### config.mk
export PLATFORM = sky130hd
export DESIGN_NAME = antialiased_line_generator_top_flat
export DESIGN_NICKNAME = d
export VERILOG_FILES = /design/src/rtl/alg_pkg.sv /design/src/rtl/alg_if.sv /design/src/rtl/alg_ctrl.sv /design/src/rtl/alg_datapath.sv /design/src/rtl/antialiased_line_generator_top.sv /design/src/flat_wrapper.sv
export SDC_FILE = /design/constraint.sdc
export NUM_CORES = 1
export LEC_CHECK = 0
export BUFFER_PORTS_ARGS = -buffer_cell sky130_fd_sc_hd__buf_2
export CAP_MARGIN = 20
export CORE_MARGIN = 4
export CORE_UTILIZATION = 60
export DETAILED_ROUTE_END_ITERATION = 8
export PLACE_DENSITY = 0.77
export REMOVE_ABC_BUFFERS = 1
export SYNTH_ARGS = -nofsm -noshare
export SYNTH_HDL_FRONTEND = slang
export SYNTH_SLANG_ARGS = --single-unit
### constraint.sdc
create_clock -name clk -period 7.3 [get_ports clk]
set_input_delay 1.095 -clock clk [delete_from_list [all_inputs] [get_ports clk]]
set_output_delay 1.095 -clock clk [all_outputs]
set_load 0.01 [all_outputs]
### src/rtl/alg_pkg.sv
// Shared constants, types and codes for the antialiased line generator.
// No dependencies; used by the interfaces, controller, datapath and top.
package alg_pkg;

  localparam int COORD_BITS = 12;
  localparam int PX_W       = COORD_BITS + 2;   // signed x, may reach -1 or 2^COORD_BITS
  localparam int PY_W       = COORD_BITS + 1;
  localparam int COLOR_W    = 9;
  localparam int BASE_W     = 8;
  localparam int LEVELS_W   = 9;
  localparam int IBITS_W    = 4;
  localparam int ACC_BITS   = 16;
  localparam int SH_W       = $clog2(ACC_BITS) + 1;
  localparam int DIV_CNT_W  = $clog2(ACC_BITS);
  localparam int CFG_IDX_W  = 2;
  localparam int CFG_DATA_W = 9;

  // register indexes
  localparam logic [CFG_IDX_W-1:0] CFG_BASE_COLOR     = 2'd0;
  localparam logic [CFG_IDX_W-1:0] CFG_NUM_LEVELS     = 2'd1;
  localparam logic [CFG_IDX_W-1:0] CFG_INTENSITY_BITS = 2'd2;

  // operation codes
  localparam logic OP_LOAD = 1'b0;
  localparam logic OP_STEP = 1'b1;

  // what the last accepted word left to emit
  typedef enum logic [2:0] {
    K_NONE,
    K_FIRST,
    K_SINGLE,
    K_END,
    K_PAIR
  } emit_kind_t;

  typedef struct packed {
    logic load;
    logic step;
    logic emit0;
    logic emit1;
    logic div_step;
  } dp_cmd_t;

  typedef struct packed {
    emit_kind_t kind;
    logic       div_pend;
    logic       div_last;
  } dp_status_t;

  typedef struct packed {
    logic signed [PX_W-1:0]    x;
    logic        [PY_W-1:0]    y;
    logic        [COLOR_W-1:0] color;
    logic                      last;
    logic                      done;
  } pixel_t;

endpackage

### src/rtl/alg_if.sv
// Valid/ready channel interfaces for the line generator input and result words.
// Depends on alg_pkg for field widths.
interface alg_in_if;
  import alg_pkg::*;

  logic                  valid;
  logic                  ready;
  logic                  operation;
  logic [COORD_BITS-1:0] start_x;
  logic [COORD_BITS-1:0] start_y;
  logic [COORD_BITS-1:0] end_x;
  logic [COORD_BITS-1:0] end_y;

  modport source (output valid, operation, start_x, start_y, end_x, end_y, input ready);
  modport sink (input valid, operation, start_x, start_y, end_x, end_y, output ready);
  modport monitor (input valid, ready, operation, start_x, start_y, end_x, end_y);
endinterface

interface alg_out_if;
  import alg_pkg::*;

  logic                      valid;
  logic                      ready;
  logic signed [PX_W-1:0]    pixel_x;
  logic        [PY_W-1:0]    pixel_y;
  logic        [COLOR_W-1:0] color;
  logic                      last_of_step;
  logic                      line_done;

  modport source (output valid, pixel_x, pixel_y, color, last_of_step, line_done,
                  input ready);
  modport sink (input valid, pixel_x, pixel_y, color, last_of_step, line_done,
                output ready);
  modport monitor (input valid, ready, pixel_x, pixel_y, color, last_of_step, line_done);
endinterface

### src/rtl/alg_ctrl.sv
// Controller FSM of the line generator: input handshake, result register
// handshake and sequencing of the set-up divider. Depends on alg_pkg.
module alg_ctrl (
  input  logic                clk,
  input  logic                rst_n,
  input  logic                in_valid,
  input  logic                in_operation,
  output logic                in_ready,
  output logic                out_valid,
  input  logic                out_ready,
  output alg_pkg::dp_cmd_t    cmd,
  input  alg_pkg::dp_status_t status
);
  import alg_pkg::*;

  typedef enum logic [1:0] {
    S_IDLE,
    S_EMIT0,
    S_EMIT1,
    S_DIV
  } state_t;

  state_t state_r, state_nxt;
  logic   out_valid_r, out_valid_nxt;
  logic   slot_free;
  logic   in_fire;

  assign in_ready  = (state_r == S_IDLE);
  assign in_fire   = in_valid && in_ready;
  assign slot_free = !out_valid_r || out_ready;
  assign out_valid = out_valid_r;

  always_comb begin
    state_nxt     = state_r;
    out_valid_nxt = out_ready ? 1'b0 : out_valid_r;
    cmd           = '0;
    case (state_r)
      S_IDLE: begin
        if (in_fire) begin
          cmd.load  = (in_operation == OP_LOAD);
          cmd.step  = (in_operation == OP_STEP);
          state_nxt = S_EMIT0;
        end
      end
      S_EMIT0: begin
        if (status.kind == K_NONE) begin
          state_nxt = S_IDLE;
        end else if (slot_free) begin
          cmd.emit0     = 1'b1;
          out_valid_nxt = 1'b1;
          if (status.kind == K_PAIR) begin
            state_nxt = S_EMIT1;
          end else if (status.div_pend) begin
            state_nxt = S_DIV;
          end else begin
            state_nxt = S_IDLE;
          end
        end
      end
      S_EMIT1: begin
        if (slot_free) begin
          cmd.emit1     = 1'b1;
          out_valid_nxt = 1'b1;
          state_nxt     = S_IDLE;
        end
      end
      S_DIV: begin
        cmd.div_step = 1'b1;
        if (status.div_last) begin
          state_nxt = S_IDLE;
        end
      end
      default: begin
        state_nxt = S_IDLE;
      end
    endcase
  end

  always_ff @(posedge clk) begin
    if (!rst_n) begin
      state_r     <= S_IDLE;
      out_valid_r <= 1'b0;
    end else begin
      state_r     <= state_nxt;
      out_valid_r <= out_valid_nxt;
    end
  end

endmodule

### src/rtl/alg_datapath.sv
// Datapath of the line generator: line state, configuration registers,
// radix-2 restoring divider for the error step and the result word register.
// Depends on alg_pkg.
module alg_datapath (
  input  logic                                  clk,
  input  logic                                  rst_n,
  input  alg_pkg::dp_cmd_t                      cmd,
  output alg_pkg::dp_status_t                   status,
  input  logic                                  cfg_we,
  input  logic [alg_pkg::CFG_IDX_W-1:0]         cfg_index,
  input  logic [alg_pkg::CFG_DATA_W-1:0]        cfg_wdata,
  input  logic [alg_pkg::COORD_BITS-1:0]        start_x,
  input  logic [alg_pkg::COORD_BITS-1:0]        start_y,
  input  logic [alg_pkg::COORD_BITS-1:0]        end_x,
  input  logic [alg_pkg::COORD_BITS-1:0]        end_y,
  output alg_pkg::pixel_t                       pixel
);
  import alg_pkg::*;

  localparam int CB = COORD_BITS;
  localparam logic [DIV_CNT_W-1:0] DIV_LAST = DIV_CNT_W'(ACC_BITS - 1);

  typedef enum logic [2:0] {
    M_IDLE,
    M_HORIZ,
    M_VERT,
    M_DIAG,
    M_YMAJ,
    M_XMAJ
  } mode_t;

  // line state
  mode_t                mode_r, mode_nxt;
  logic [CB-1:0]        cur_x_r, cur_x_nxt;
  logic [CB-1:0]        cur_y_r, cur_y_nxt;
  logic [CB-1:0]        final_x_r, final_x_nxt;
  logic [CB-1:0]        final_y_r, final_y_nxt;
  logic                 x_neg_r, x_neg_nxt;
  logic [CB-1:0]        steps_r, steps_nxt;
  logic [ACC_BITS-1:0]  acc_r, acc_nxt;
  logic [ACC_BITS-1:0]  estep_r, estep_nxt;
  emit_kind_t           kind_r, kind_nxt;
  logic                 done_r, done_nxt;

  // divider
  logic                 div_pend_r, div_pend_nxt;
  logic [DIV_CNT_W-1:0] div_cnt_r, div_cnt_nxt;
  logic [CB-1:0]        rem_r, rem_nxt;
  logic [CB-1:0]        den_r, den_nxt;

  // configuration
  logic [BASE_W-1:0]    base_r;
  logic [LEVELS_W-1:0]  levels_r;
  logic [IBITS_W-1:0]   ibits_r;

  pixel_t               pix_r, pix_nxt;

  // load set-up
  logic          swap;
  logic [CB-1:0] lx0, ly0, lx1, ly1;
  logic          ld_neg;
  logic [CB-1:0] ld_dx, ld_dy;
  mode_t         ld_mode;

  // step arithmetic
  logic [CB-1:0]       x_adv, y_adv, steps_dec;
  logic [ACC_BITS-1:0] acc_sum;
  logic                wrapped;
  logic [CB:0]         rem2;
  logic                rem_ge;

  // pixel formation
  logic [SH_W-1:0]           sh;
  logic [ACC_BITS-1:0]       w_full;
  logic [COLOR_W-1:0]        wsel, lvl_mask, base9;
  logic signed [PX_W-1:0]    px_cur, px_step;

  assign swap   = start_y > end_y;
  assign lx0    = swap ? end_x : start_x;
  assign ly0    = swap ? end_y : start_y;
  assign lx1    = swap ? start_x : end_x;
  assign ly1    = swap ? start_y : end_y;
  assign ld_neg = lx1 < lx0;
  assign ld_dx  = ld_neg ? (lx0 - lx1) : (lx1 - lx0);
  assign ld_dy  = ly1 - ly0;

  always_comb begin
    if (ld_dx == '0 && ld_dy == '0) begin
      ld_mode = M_IDLE;
    end else if (ld_dy == '0) begin
      ld_mode = M_HORIZ;
    end else if (ld_dx == '0) begin
      ld_mode = M_VERT;
    end else if (ld_dx == ld_dy) begin
      ld_mode = M_DIAG;
    end else if (ld_dy > ld_dx) begin
      ld_mode = M_YMAJ;
    end else begin
      ld_mode = M_XMAJ;
    end
  end

  assign x_adv     = x_neg_r ? (cur_x_r - CB'(1)) : (cur_x_r + CB'(1));
  assign y_adv     = cur_y_r + CB'(1);
  assign steps_dec = steps_r - CB'(1);
  assign acc_sum   = acc_r + estep_r;
  assign wrapped   = acc_sum <= acc_r;
  assign rem2      = {rem_r, 1'b0};
  assign rem_ge    = rem2 >= {1'b0, den_r};

  always_comb begin
    mode_nxt     = mode_r;
    cur_x_nxt    = cur_x_r;
    cur_y_nxt    = cur_y_r;
    final_x_nxt  = final_x_r;
    final_y_nxt  = final_y_r;
    x_neg_nxt    = x_neg_r;
    steps_nxt    = steps_r;
    acc_nxt      = acc_r;
    estep_nxt    = estep_r;
    kind_nxt     = kind_r;
    done_nxt     = done_r;
    div_pend_nxt = div_pend_r;
    div_cnt_nxt  = div_cnt_r;
    rem_nxt      = rem_r;
    den_nxt      = den_r;
    if (cmd.load) begin
      mode_nxt     = ld_mode;
      cur_x_nxt    = lx0;
      cur_y_nxt    = ly0;
      final_x_nxt  = lx1;
      final_y_nxt  = ly1;
      x_neg_nxt    = ld_neg;
      steps_nxt    = (ld_mode == M_HORIZ || ld_mode == M_XMAJ) ? ld_dx : ld_dy;
      acc_nxt      = '0;
      estep_nxt    = '0;
      kind_nxt     = K_FIRST;
      done_nxt     = (ld_mode == M_IDLE);
      div_pend_nxt = (ld_mode == M_YMAJ || ld_mode == M_XMAJ);
      div_cnt_nxt  = '0;
      rem_nxt      = (ld_mode == M_YMAJ) ? ld_dx : ld_dy;
      den_nxt      = (ld_mode == M_YMAJ) ? ld_dy : ld_dx;
    end else if (cmd.step) begin
      if (mode_r == M_IDLE || steps_r == '0) begin
        mode_nxt = M_IDLE;
        kind_nxt = K_NONE;
      end else if (mode_r == M_HORIZ || mode_r == M_VERT || mode_r == M_DIAG) begin
        if (mode_r != M_VERT) begin
          cur_x_nxt = x_adv;
        end
        if (mode_r != M_HORIZ) begin
          cur_y_nxt = y_adv;
        end
        steps_nxt = steps_dec;
        done_nxt  = (steps_dec == '0);
        kind_nxt  = K_SINGLE;
        if (steps_dec == '0) begin
          mode_nxt = M_IDLE;
        end
      end else if (steps_r == CB'(1)) begin
        // closing step of a weighted line: end pixel only
        steps_nxt = '0;
        mode_nxt  = M_IDLE;
        kind_nxt  = K_END;
      end else begin
        acc_nxt   = acc_sum;
        steps_nxt = steps_dec;
        kind_nxt  = K_PAIR;
        if (mode_r == M_YMAJ) begin
          cur_y_nxt = y_adv;
          if (wrapped) begin
            cur_x_nxt = x_adv;
          end
        end else begin
          cur_x_nxt = x_adv;
          if (wrapped) begin
            cur_y_nxt = y_adv;
          end
        end
      end
    end else if (cmd.div_step) begin
      rem_nxt     = rem_ge ? CB'(rem2 - {1'b0, den_r}) : rem2[CB-1:0];
      estep_nxt   = {estep_r[ACC_BITS-2:0], rem_ge};
      div_cnt_nxt = div_cnt_r + DIV_CNT_W'(1);
      if (div_cnt_r == DIV_LAST) begin
        div_pend_nxt = 1'b0;
      end
    end
  end

  // weighting: top intensity bits of the accumulator
  assign sh       = SH_W'(ACC_BITS) - SH_W'(ibits_r);
  assign w_full   = acc_r >> sh;
  assign wsel     = (ibits_r == '0) ? '0 : w_full[COLOR_W-1:0];
  assign lvl_mask = levels_r - LEVELS_W'(1);
  assign base9    = COLOR_W'(base_r);
  assign px_cur   = $signed({2'b00, cur_x_r});
  assign px_step  = x_neg_r ? {PX_W{1'b1}} : PX_W'(1);

  always_comb begin
    pix_nxt = pix_r;
    if (cmd.emit0) begin
      case (kind_r)
        K_PAIR: begin
          pix_nxt.x     = px_cur;
          pix_nxt.y     = PY_W'(cur_y_r);
          pix_nxt.color = base9 + wsel;
          pix_nxt.last  = 1'b0;
          pix_nxt.done  = 1'b0;
        end
        K_END: begin
          pix_nxt.x     = $signed({2'b00, final_x_r});
          pix_nxt.y     = PY_W'(final_y_r);
          pix_nxt.color = base9;
          pix_nxt.last  = 1'b1;
          pix_nxt.done  = 1'b1;
        end
        default: begin
          pix_nxt.x     = px_cur;
          pix_nxt.y     = PY_W'(cur_y_r);
          pix_nxt.color = base9;
          pix_nxt.last  = 1'b1;
          pix_nxt.done  = done_r;
        end
      endcase
    end else if (cmd.emit1) begin
      pix_nxt.x     = (mode_r == M_YMAJ) ? (px_cur + px_step) : px_cur;
      pix_nxt.y     = (mode_r == M_YMAJ) ? PY_W'(cur_y_r) : (PY_W'(cur_y_r) + PY_W'(1));
      pix_nxt.color = base9 + (wsel ^ lvl_mask);
      pix_nxt.last  = 1'b1;
      pix_nxt.done  = 1'b0;
    end
  end

  always_ff @(posedge clk) begin
    if (!rst_n) begin
      mode_r     <= M_IDLE;
      kind_r     <= K_NONE;
      div_pend_r <= 1'b0;
      div_cnt_r  <= '0;
      base_r     <= '0;
      levels_r   <= LEVELS_W'(256);
      ibits_r    <= IBITS_W'(8);
    end else begin
      mode_r     <= mode_nxt;
      kind_r     <= kind_nxt;
      div_pend_r <= div_pend_nxt;
      div_cnt_r  <= div_cnt_nxt;
      if (cfg_we) begin
        case (cfg_index)
          CFG_BASE_COLOR:     base_r   <= cfg_wdata[BASE_W-1:0];
          CFG_NUM_LEVELS:     levels_r <= cfg_wdata[LEVELS_W-1:0];
          CFG_INTENSITY_BITS: ibits_r  <= cfg_wdata[IBITS_W-1:0];
          default: ;
        endcase
      end
    end
  end

  always_ff @(posedge clk) begin
    cur_x_r   <= cur_x_nxt;
    cur_y_r   <= cur_y_nxt;
    final_x_r <= final_x_nxt;
    final_y_r <= final_y_nxt;
    x_neg_r   <= x_neg_nxt;
    steps_r   <= steps_nxt;
    acc_r     <= acc_nxt;
    estep_r   <= estep_nxt;
    done_r    <= done_nxt;
    rem_r     <= rem_nxt;
    den_r     <= den_nxt;
    pix_r     <= pix_nxt;
  end

  assign status.kind     = kind_r;
  assign status.div_pend = div_pend_r;
  assign status.div_last = (div_cnt_r == DIV_LAST);
  assign pixel           = pix_r;

endmodule

### src/rtl/antialiased_line_generator_top.sv
// Top level of the antialiased line generator.
// Depends on alg_pkg, alg_if (channel interfaces), alg_ctrl and alg_datapath.
//
// Usage:
//   in_word  : valid/ready input channel. operation = load takes two endpoints,
//              operation = step advances the running line by one position.
//   out_word : valid/ready result channel, one pixel per word. A weighted-line
//              step gives two words, its closing step one; last_of_step marks
//              the final word of each input word, line_done a line's end pixel.
//   cfg_*    : write-only register port (base color, levels, intensity bits),
//              written by the user only while the block is idle; not enforced.
// Timing: results sit in a single output register; the first word of an input
//   word is registered there after the line state is updated and once the
//   register is free. After a load's first pixel, a weighted line runs the
//   16-bit error step divider (one quotient bit per cycle). A step gives one
//   result, none or a pair. in_word.ready is high only between words.
// Reset: synchronous, active low. The line goes idle, the result register
//   empties and the registers take their defaults (base 0, 256 levels, 8 bits).
// Stall: while out_word.ready is low the held word stays put and the
//   controller waits; nothing is dropped.
module antialiased_line_generator_top (
  input  logic                           clk,
  input  logic                           rst_n,
  alg_in_if.sink                         in_word,
  alg_out_if.source                      out_word,
  input  logic                           cfg_we,
  input  logic [alg_pkg::CFG_IDX_W-1:0]  cfg_index,
  input  logic [alg_pkg::CFG_DATA_W-1:0] cfg_wdata
);
  import alg_pkg::*;

  dp_cmd_t    cmd;
  dp_status_t status;
  pixel_t     pixel;
  logic       in_ready;
  logic       out_valid;

  alg_ctrl u_ctrl (
    .clk          (clk),
    .rst_n        (rst_n),
    .in_valid     (in_word.valid),
    .in_operation (in_word.operation),
    .in_ready     (in_ready),
    .out_valid    (out_valid),
    .out_ready    (out_word.ready),
    .cmd          (cmd),
    .status       (status)
  );

  alg_datapath u_datapath (
    .clk       (clk),
    .rst_n     (rst_n),
    .cmd       (cmd),
    .status    (status),
    .cfg_we    (cfg_we),
    .cfg_index (cfg_index),
    .cfg_wdata (cfg_wdata),
    .start_x   (in_word.start_x),
    .start_y   (in_word.start_y),
    .end_x     (in_word.end_x),
    .end_y     (in_word.end_y),
    .pixel     (pixel)
  );

  assign in_word.ready         = in_ready;
  assign out_word.valid        = out_valid;
  assign out_word.pixel_x      = pixel.x;
  assign out_word.pixel_y      = pixel.y;
  assign out_word.color        = pixel.color;
  assign out_word.last_of_step = pixel.last;
  assign out_word.line_done    = pixel.done;

endmodule

### src/flat_wrapper.sv
// flat-port wrapper written by rule: the top's interface ports become plain ports
module antialiased_line_generator_top_flat import alg_pkg::*;
  (clk, rst_n, cfg_we, cfg_index, cfg_wdata, in_word_valid, in_word_operation, in_word_start_x, in_word_start_y, in_word_end_x, in_word_end_y, in_word_ready, out_word_valid, out_word_pixel_x, out_word_pixel_y, out_word_color, out_word_last_of_step, out_word_line_done, out_word_ready);
  alg_in_if in_word_i ();
  alg_out_if out_word_i ();
  input  logic clk;
  input  logic rst_n;
  input  logic cfg_we;
  input  logic [alg_pkg::CFG_IDX_W-1:0] cfg_index;
  input  logic [alg_pkg::CFG_DATA_W-1:0] cfg_wdata;
  input wire logic [$bits(in_word_i.valid)-1:0] in_word_valid;
  input wire logic [$bits(in_word_i.operation)-1:0] in_word_operation;
  input wire logic [$bits(in_word_i.start_x)-1:0] in_word_start_x;
  input wire logic [$bits(in_word_i.start_y)-1:0] in_word_start_y;
  input wire logic [$bits(in_word_i.end_x)-1:0] in_word_end_x;
  input wire logic [$bits(in_word_i.end_y)-1:0] in_word_end_y;
  output wire logic [$bits(in_word_i.ready)-1:0] in_word_ready;
  output wire logic [$bits(out_word_i.valid)-1:0] out_word_valid;
  output wire logic [$bits(out_word_i.pixel_x)-1:0] out_word_pixel_x;
  output wire logic [$bits(out_word_i.pixel_y)-1:0] out_word_pixel_y;
  output wire logic [$bits(out_word_i.color)-1:0] out_word_color;
  output wire logic [$bits(out_word_i.last_of_step)-1:0] out_word_last_of_step;
  output wire logic [$bits(out_word_i.line_done)-1:0] out_word_line_done;
  input wire logic [$bits(out_word_i.ready)-1:0] out_word_ready;
  assign in_word_i.valid = in_word_valid;
  assign in_word_i.operation = in_word_operation;
  assign in_word_i.start_x = in_word_start_x;
  assign in_word_i.start_y = in_word_start_y;
  assign in_word_i.end_x = in_word_end_x;
  assign in_word_i.end_y = in_word_end_y;
  assign in_word_ready = in_word_i.ready;
  assign out_word_valid = out_word_i.valid;
  assign out_word_pixel_x = out_word_i.pixel_x;
  assign out_word_pixel_y = out_word_i.pixel_y;
  assign out_word_color = out_word_i.color;
  assign out_word_last_of_step = out_word_i.last_of_step;
  assign out_word_line_done = out_word_i.line_done;
  assign out_word_i.ready = out_word_ready;
  antialiased_line_generator_top u_core (.clk(clk), .rst_n(rst_n), .in_word(in_word_i), .out_word(out_word_i), .cfg_we(cfg_we), .cfg_index(cfg_index), .cfg_wdata(cfg_wdata));
endmodule
Word level (Yosys, flattened, before mapping):

Index checks and enable logic that the tools add are counted.

* register bits after elaboration: 191
* latch bits: 0
* bits in writable memories: 0
* memory bits (read-only): 0
* bits of input ports: 65
* word-level logic and storage cells: 209
* memories kept: 0

* add/subtract/negate cells: 16
* $mul: 0
* div/mod/pow operators: 0
* $lt $le $gt $ge: 5
* eq/ne operators: 30
* shift operators: 1
* mux-type cells: 84
* bitwise operators: 7
* reduce and logical (&&, ||, !) cells: 40

Operator list (number)
* $mux 12: 34
* $mux 38: 2
* $pmux 36 s2: 1
* $logic_not 12->1: 4
* $sub 12x12->12: 4
* $mux 3: 13
* $mux 14: 2
* $add 12x1->12 const B: 2
* $gt 12x12->1: 2
* $sub 12x1->12 const B: 2
* $mux 1: 19
* $add 8x9->9: 2
* $mux 2: 9
* $add 16x16->16: 1
* $le 16x16->1: 1
* $shr 16x5->9: 1
* $add 13x14->14: 1
* $add 12x1->13 const B: 1
* $ge 13x12->1: 1
* $mux 13: 1
* $eq 12x1->1 const B: 1
* $eq 12x12->1: 1
* $eq 3x3->1 const B: 4
* $lt 12x12->1: 1
* 33 further kinds: 73

Depth between registers and ports, before layout:

* depth in word-level cells: 14
* mapped depth: 34
* gate-level depth less buffers: 30

Hierarchy:

Synthesis repeated with hierarchy kept, for this count alone.

* cell total of the unflattened synthesis: 1879
* area total of the unflattened synthesis: 15887.7 um^2

Modules (own cells, without submodules)
* alg_datapath: instances 1, cells an instance 1845, area each 15598.7 um^2, sequential area each 5004.8 um^2
* alg_ctrl: instances 1, cells an instance 34, area each 289.0 um^2, sequential area each 60.1 um^2

Worst setup path before layout:

OpenSTA, ideal clock, no wires.

* path type: input port to flip-flop
* start point: in in_word_end_y[5]
* end point: reg u_core.u_datapath.steps_r[10] (data pin)
* setup time: 257 ps
* arrival: 6580 ps
* required time: 7043 ps
* setup slack: 463 ps
* cell stages on the path: 29
* cells stage by stage: inv_1 ha_1 buf_6 a21oi_2 o21ai_1 a211oi_2 a21oi_2 buf_6 buf_2 buf_1 buf_1 o22a_1 ha_1 a31o_2 a21oi_2 a2bb2oi_1 a21oi_1 o31ai_2 xnor2_1 inv_1 ha_1 nand3_1 nor4_1 nor2_1 nor2_1 or2_1 buf_2 nand3_1 a32o_1

* word-level cells in the longest chain between the ends: 14

Ends and longest elaborated chain
* from (decl): RTL line flat_wrapper.sv:16 `input wire logic [$bits(in_word_i.end_y)-1:0] in_word_end_y;`
* $gt 12x12->1: RTL line alg_datapath.sv:78 `assign swap = start_y > end_y;`
* $mux 12 (on tied branches): RTL line alg_datapath.sv:81, alg_datapath.sv:79
* $sub 12x12->12 or $lt 12x12->1 (tied branches): RTL line alg_datapath.sv:84, alg_datapath.sv:83
* $mux 12: RTL line alg_datapath.sv:84 `assign ld_dx = ld_neg ? (lx0 - lx1) : (lx1 - lx0);`
* $gt 12x12->1: RTL line alg_datapath.sv:96 `end else if (ld_dy > ld_dx) begin`
* $mux 1: RTL line alg_datapath.sv:96
* $mux 3: RTL line alg_datapath.sv:94 `end else if (ld_dx == ld_dy) begin`
* $mux 3: RTL line alg_datapath.sv:92 `end else if (ld_dx == '0) begin`
* $mux 3: RTL line alg_datapath.sv:90 `end else if (ld_dy == '0) begin`
* $mux 3: RTL line alg_datapath.sv:88 `if (ld_dx == '0 && ld_dy == '0) begin`
* $eq 3x1->1 or $eq 3x3->1 (tied branches): RTL line alg_datapath.sv:134 `steps_nxt = (ld_mode == M_HORIZ || ld_mode == M_XMAJ) ? ld_dx : ld_dy;`
* $logic_or 1x1->1: RTL line alg_datapath.sv:134
* $mux 12 (*): RTL line alg_datapath.sv:134
* $mux 12 (*): RTL line alg_datapath.sv:127 `if (cmd.load) begin`
* net u_core.u_datapath.steps_nxt[10]: RTL line alg_datapath.sv:39 `logic [CB-1:0] steps_r, steps_nxt;`
* to (signal assigned): RTL line alg_datapath.sv:266 `steps_r <= steps_nxt;`
* to (decl): RTL line alg_datapath.sv:39

Mark *: on every way through the listed nets, which the timed path passes. The rest lies on a longest branch.
A chain may end at the register's enable or synchronous reset.

Final worst setup path:

* start point: in in_word_end_y[7]
* end point: reg u_core.u_datapath.steps_r[4] (data pin)

Same word-level chain as after synthesis.

==> results.md <==
* Placer Congestion at 0.983
* Initial Util at 61.6%
* Actual slew at the worst max-slew pin at roughly 1100 ps
* Max Fclk at 149 MHz
* Post-route cell area at 17100 sq um
* Pwr dens at 227 nW/um^2
* Die Area at 28800 sq um
* Row count at slightly below 60
* Status: finished, final reports clean
* Period utilization at between 90% and 100%
* Vias per inst at roughly 6.3
* Seq/Total Area, Yosys at about 32%
* Vias in the first global route at 13400
* HPWL after DPL at 33.1 mm
* Post-Syn Area at roughly 16000 sq um
* Max cap viols at 0
* Die Y at 170 um
* Final Skew at 16.5 ps
* Worst path max stage delay at 580 ps
* Area of the core at between 20000 and 30000 sq um
* Unrepaired setup endpoints after global routing: no
* Largest net degree at the start of global routing at 63
* CTS tree: done
* Antenna fix cells at 0
* Initial antenna violation count at 0
* Synth area leaders: edfxtp_1 24%, ha_1 8.8%, dfxtp_1 8.5%
* Top-area cell type share of the netlist area at between 20% and 30%
* Grt ovf at 0
* Crit path launch type: primary input
* Clock Tree Buf Depth at 2
* Slew headroom at a little under a quarter
* Peak supply drop at between 150 and 200 uV
* Arrival @ worst endpoint at between 6000 and 7000 ps
* Biggest area consumer among synthesized cells: edfxtp_1
* Clock Pin Slew Worst Setup and Hold Paths at 80 ps
* Avg Inst Size Synth at 8.49 sq um
* Ports at 105
* Final Max Tran Viols at 0
* CTS resizes at 0
* Worst hold path class: register to register
* WP data required at 7500 ps
* First-pass GRT wire length at slightly above 70 mm
* CP max FO at 13
* Post-route DRC violation count at 0
* EDFF count, synth at 124
* # clock sinks at 191
* Layout cell share with drive strength beyond 1 at 12.1%
* TritonCTS buffer count at 17
* Drt first pass iters at 5
* Setup bufs post-CTS at 0
* WL/cell at 19.6 um
* Root Buffer: clkbuf_16
* # setup viols final at 0
* Final wirelength at 44.3 mm
* Fin. Hold Viols at 0
* Synth top cells by count: 194 x nand2_1, 172 x nor2_1, 140 x a21oi_1, 124 x edfxtp_1, 112 x inv_1
* Post-layout net count at 2101
* Port Buffer Count at 104
* Worst-Skew Late Latency at 450 ps
* H-tree Lvls at 4
* CP Capture Type: register
* Post-synth cell types at 95
* Antenna Violating Nets Remaining at 0
* Cell Area, Placed at roughly 16000 sq um
* Chip Width at 170 um
* Tot GR Track Use at 30.3%
* Hold-fix buffers at CTS at 0
* Yosys warning total at 0
* Post-route minimum period at 6700 ps
* CP max-delay cell: ha_1
* First-iteration detailed-routing DRC count at between 1500 and 2000
* Synth-to-layout area growth at 8.96%
* Via count at 14400
* Critical path type: primary input to register
* Number of synthesized register bits at 191
* Synth Flop Type: edfxtp_1
* Min Hold Slack at 505 ps
* Mapped Cells at 1849
* Static leakage at roughly 7.0 nW
* Post-synth ARST share at 0%
* Most numerous cell in the Yosys netlist: nand2_1
-- state kept, by name (all words and copies together), names as in the netlist, 12 cells and up --
name	cells
u_core.u_datapath.pixel	38
u_core.u_datapath.steps_r	12
u_core.u_datapath.rem_r	12
u_core.u_datapath.final_y_r	12
u_core.u_datapath.den_r	12
u_core.u_datapath.cur_x_r	12
u_core.u_datapath.acc_r	16
u_core.u_datapath.cur_y_r	12
u_core.u_datapath.final_x_r	12
u_core.u_datapath.estep_r	16
-- cells in the final DEF (no fill, tap or decap), types with 49 or more instances in the layout --
cell / count
nand2_1: 194
nor2b_1: 50
dfxtp_1: 67
mux2i_1: 57
a21oi_1: 140
o21ai_0: 88
nand3_1: 49
ha_1: 110
buf_2: 104
nor3_1: 65
inv_1: 111
nor2_1: 172
edfxtp_1: 124
xnor2_1: 75
-- worst max-delay path: cells and delay by family --
kind / cells / cell delay [ps]
compound gates: 13 / 3180
fa+ha+maj: 3 / 1070
simple gates: 6 / 840
xor+xnor: 1 / 380
buf+inv: 2 / 170
mux: 1 / 130
-- per-stage QoR --
step / setup slack [ps] / power [mW] / utilization, % / cells / TNS (ps)
global route: 151 / 4.08 / 67.1 / 2264 / 0
CTS: 711 / 3.85 / 67.1 / 2263 / 0
finish: 596 / 3.88 / 67.1 / 2264 / 0
floorplan: -530 / 2.41 / - / 1759 / -13030
detailed placement: 246 / 2.86 / 64.8 / 2231 / 0
global placement: 452 / 2.84 / 64.7 / 2230 / 0
-- routing by layer --
layer  global-route usage, %  part of all wire (%)  up-vias
met1                    44.3                    45     6772
met3                    4.91                   8.6       61
met5                       0                     0        -
met4                    7.98                   1.8        0
met2                    47.1                    45      658
li1                        -                     -     6868
-- area by class of cell --
class | instances | area [sq um]
fillers | 2146 | 8370
multi-input cells | 1455 | 9780
well taps | 330 | 413
flip-flops and latches | 191 | 5060
clock buffers | 18 | 439
inverters | 113 | 427
clock inverters | 14 | 159
repair buffers | 143 | 813
-- worst paths after layout --
kind | startpoint | depth (start not counted) | slack (ps) | to
max | in_word_end_y[7] | 26 | 600 | u_core.u_datapath.steps_r[4]
min | u_core.u_ctrl.state_r[1] | 2 | 500 | u_core.u_ctrl.state_r[1]
max reg2reg | u_core.u_datapath.acc_r[1] | 23 | 1530 | u_core.u_datapath.cur_y_r[7]
min reg2reg | u_core.u_ctrl.state_r[1] | 2 | 500 | u_core.u_ctrl.state_r[1]
-- cell families (layout without fill, tap and decap cells) --
group                    Yosys count  count (layout)  share of synthesized area [%]
flip-flops                       191             191                           32.3
buffers and inverters            203             288                           5.49
AND/OR/NAND/NOR                  659             659                           20.1
multiplexers                      66              66                           4.93
AO/OA/AOI/OAI                    495             495                           21.0
XOR/XNOR                         112             112                           6.25
adder cells (fa/ha/maj)          123             123                           9.92
-- report_power, final --
group | switching [mW] | internal, mW
Sequential | 0.0558 | 1.29
Combinational | 0.949 | 0.585
Clock | 0.506 | 0.485
Total | 1.51 | 2.37
Power figures use the tool's default switching activity.
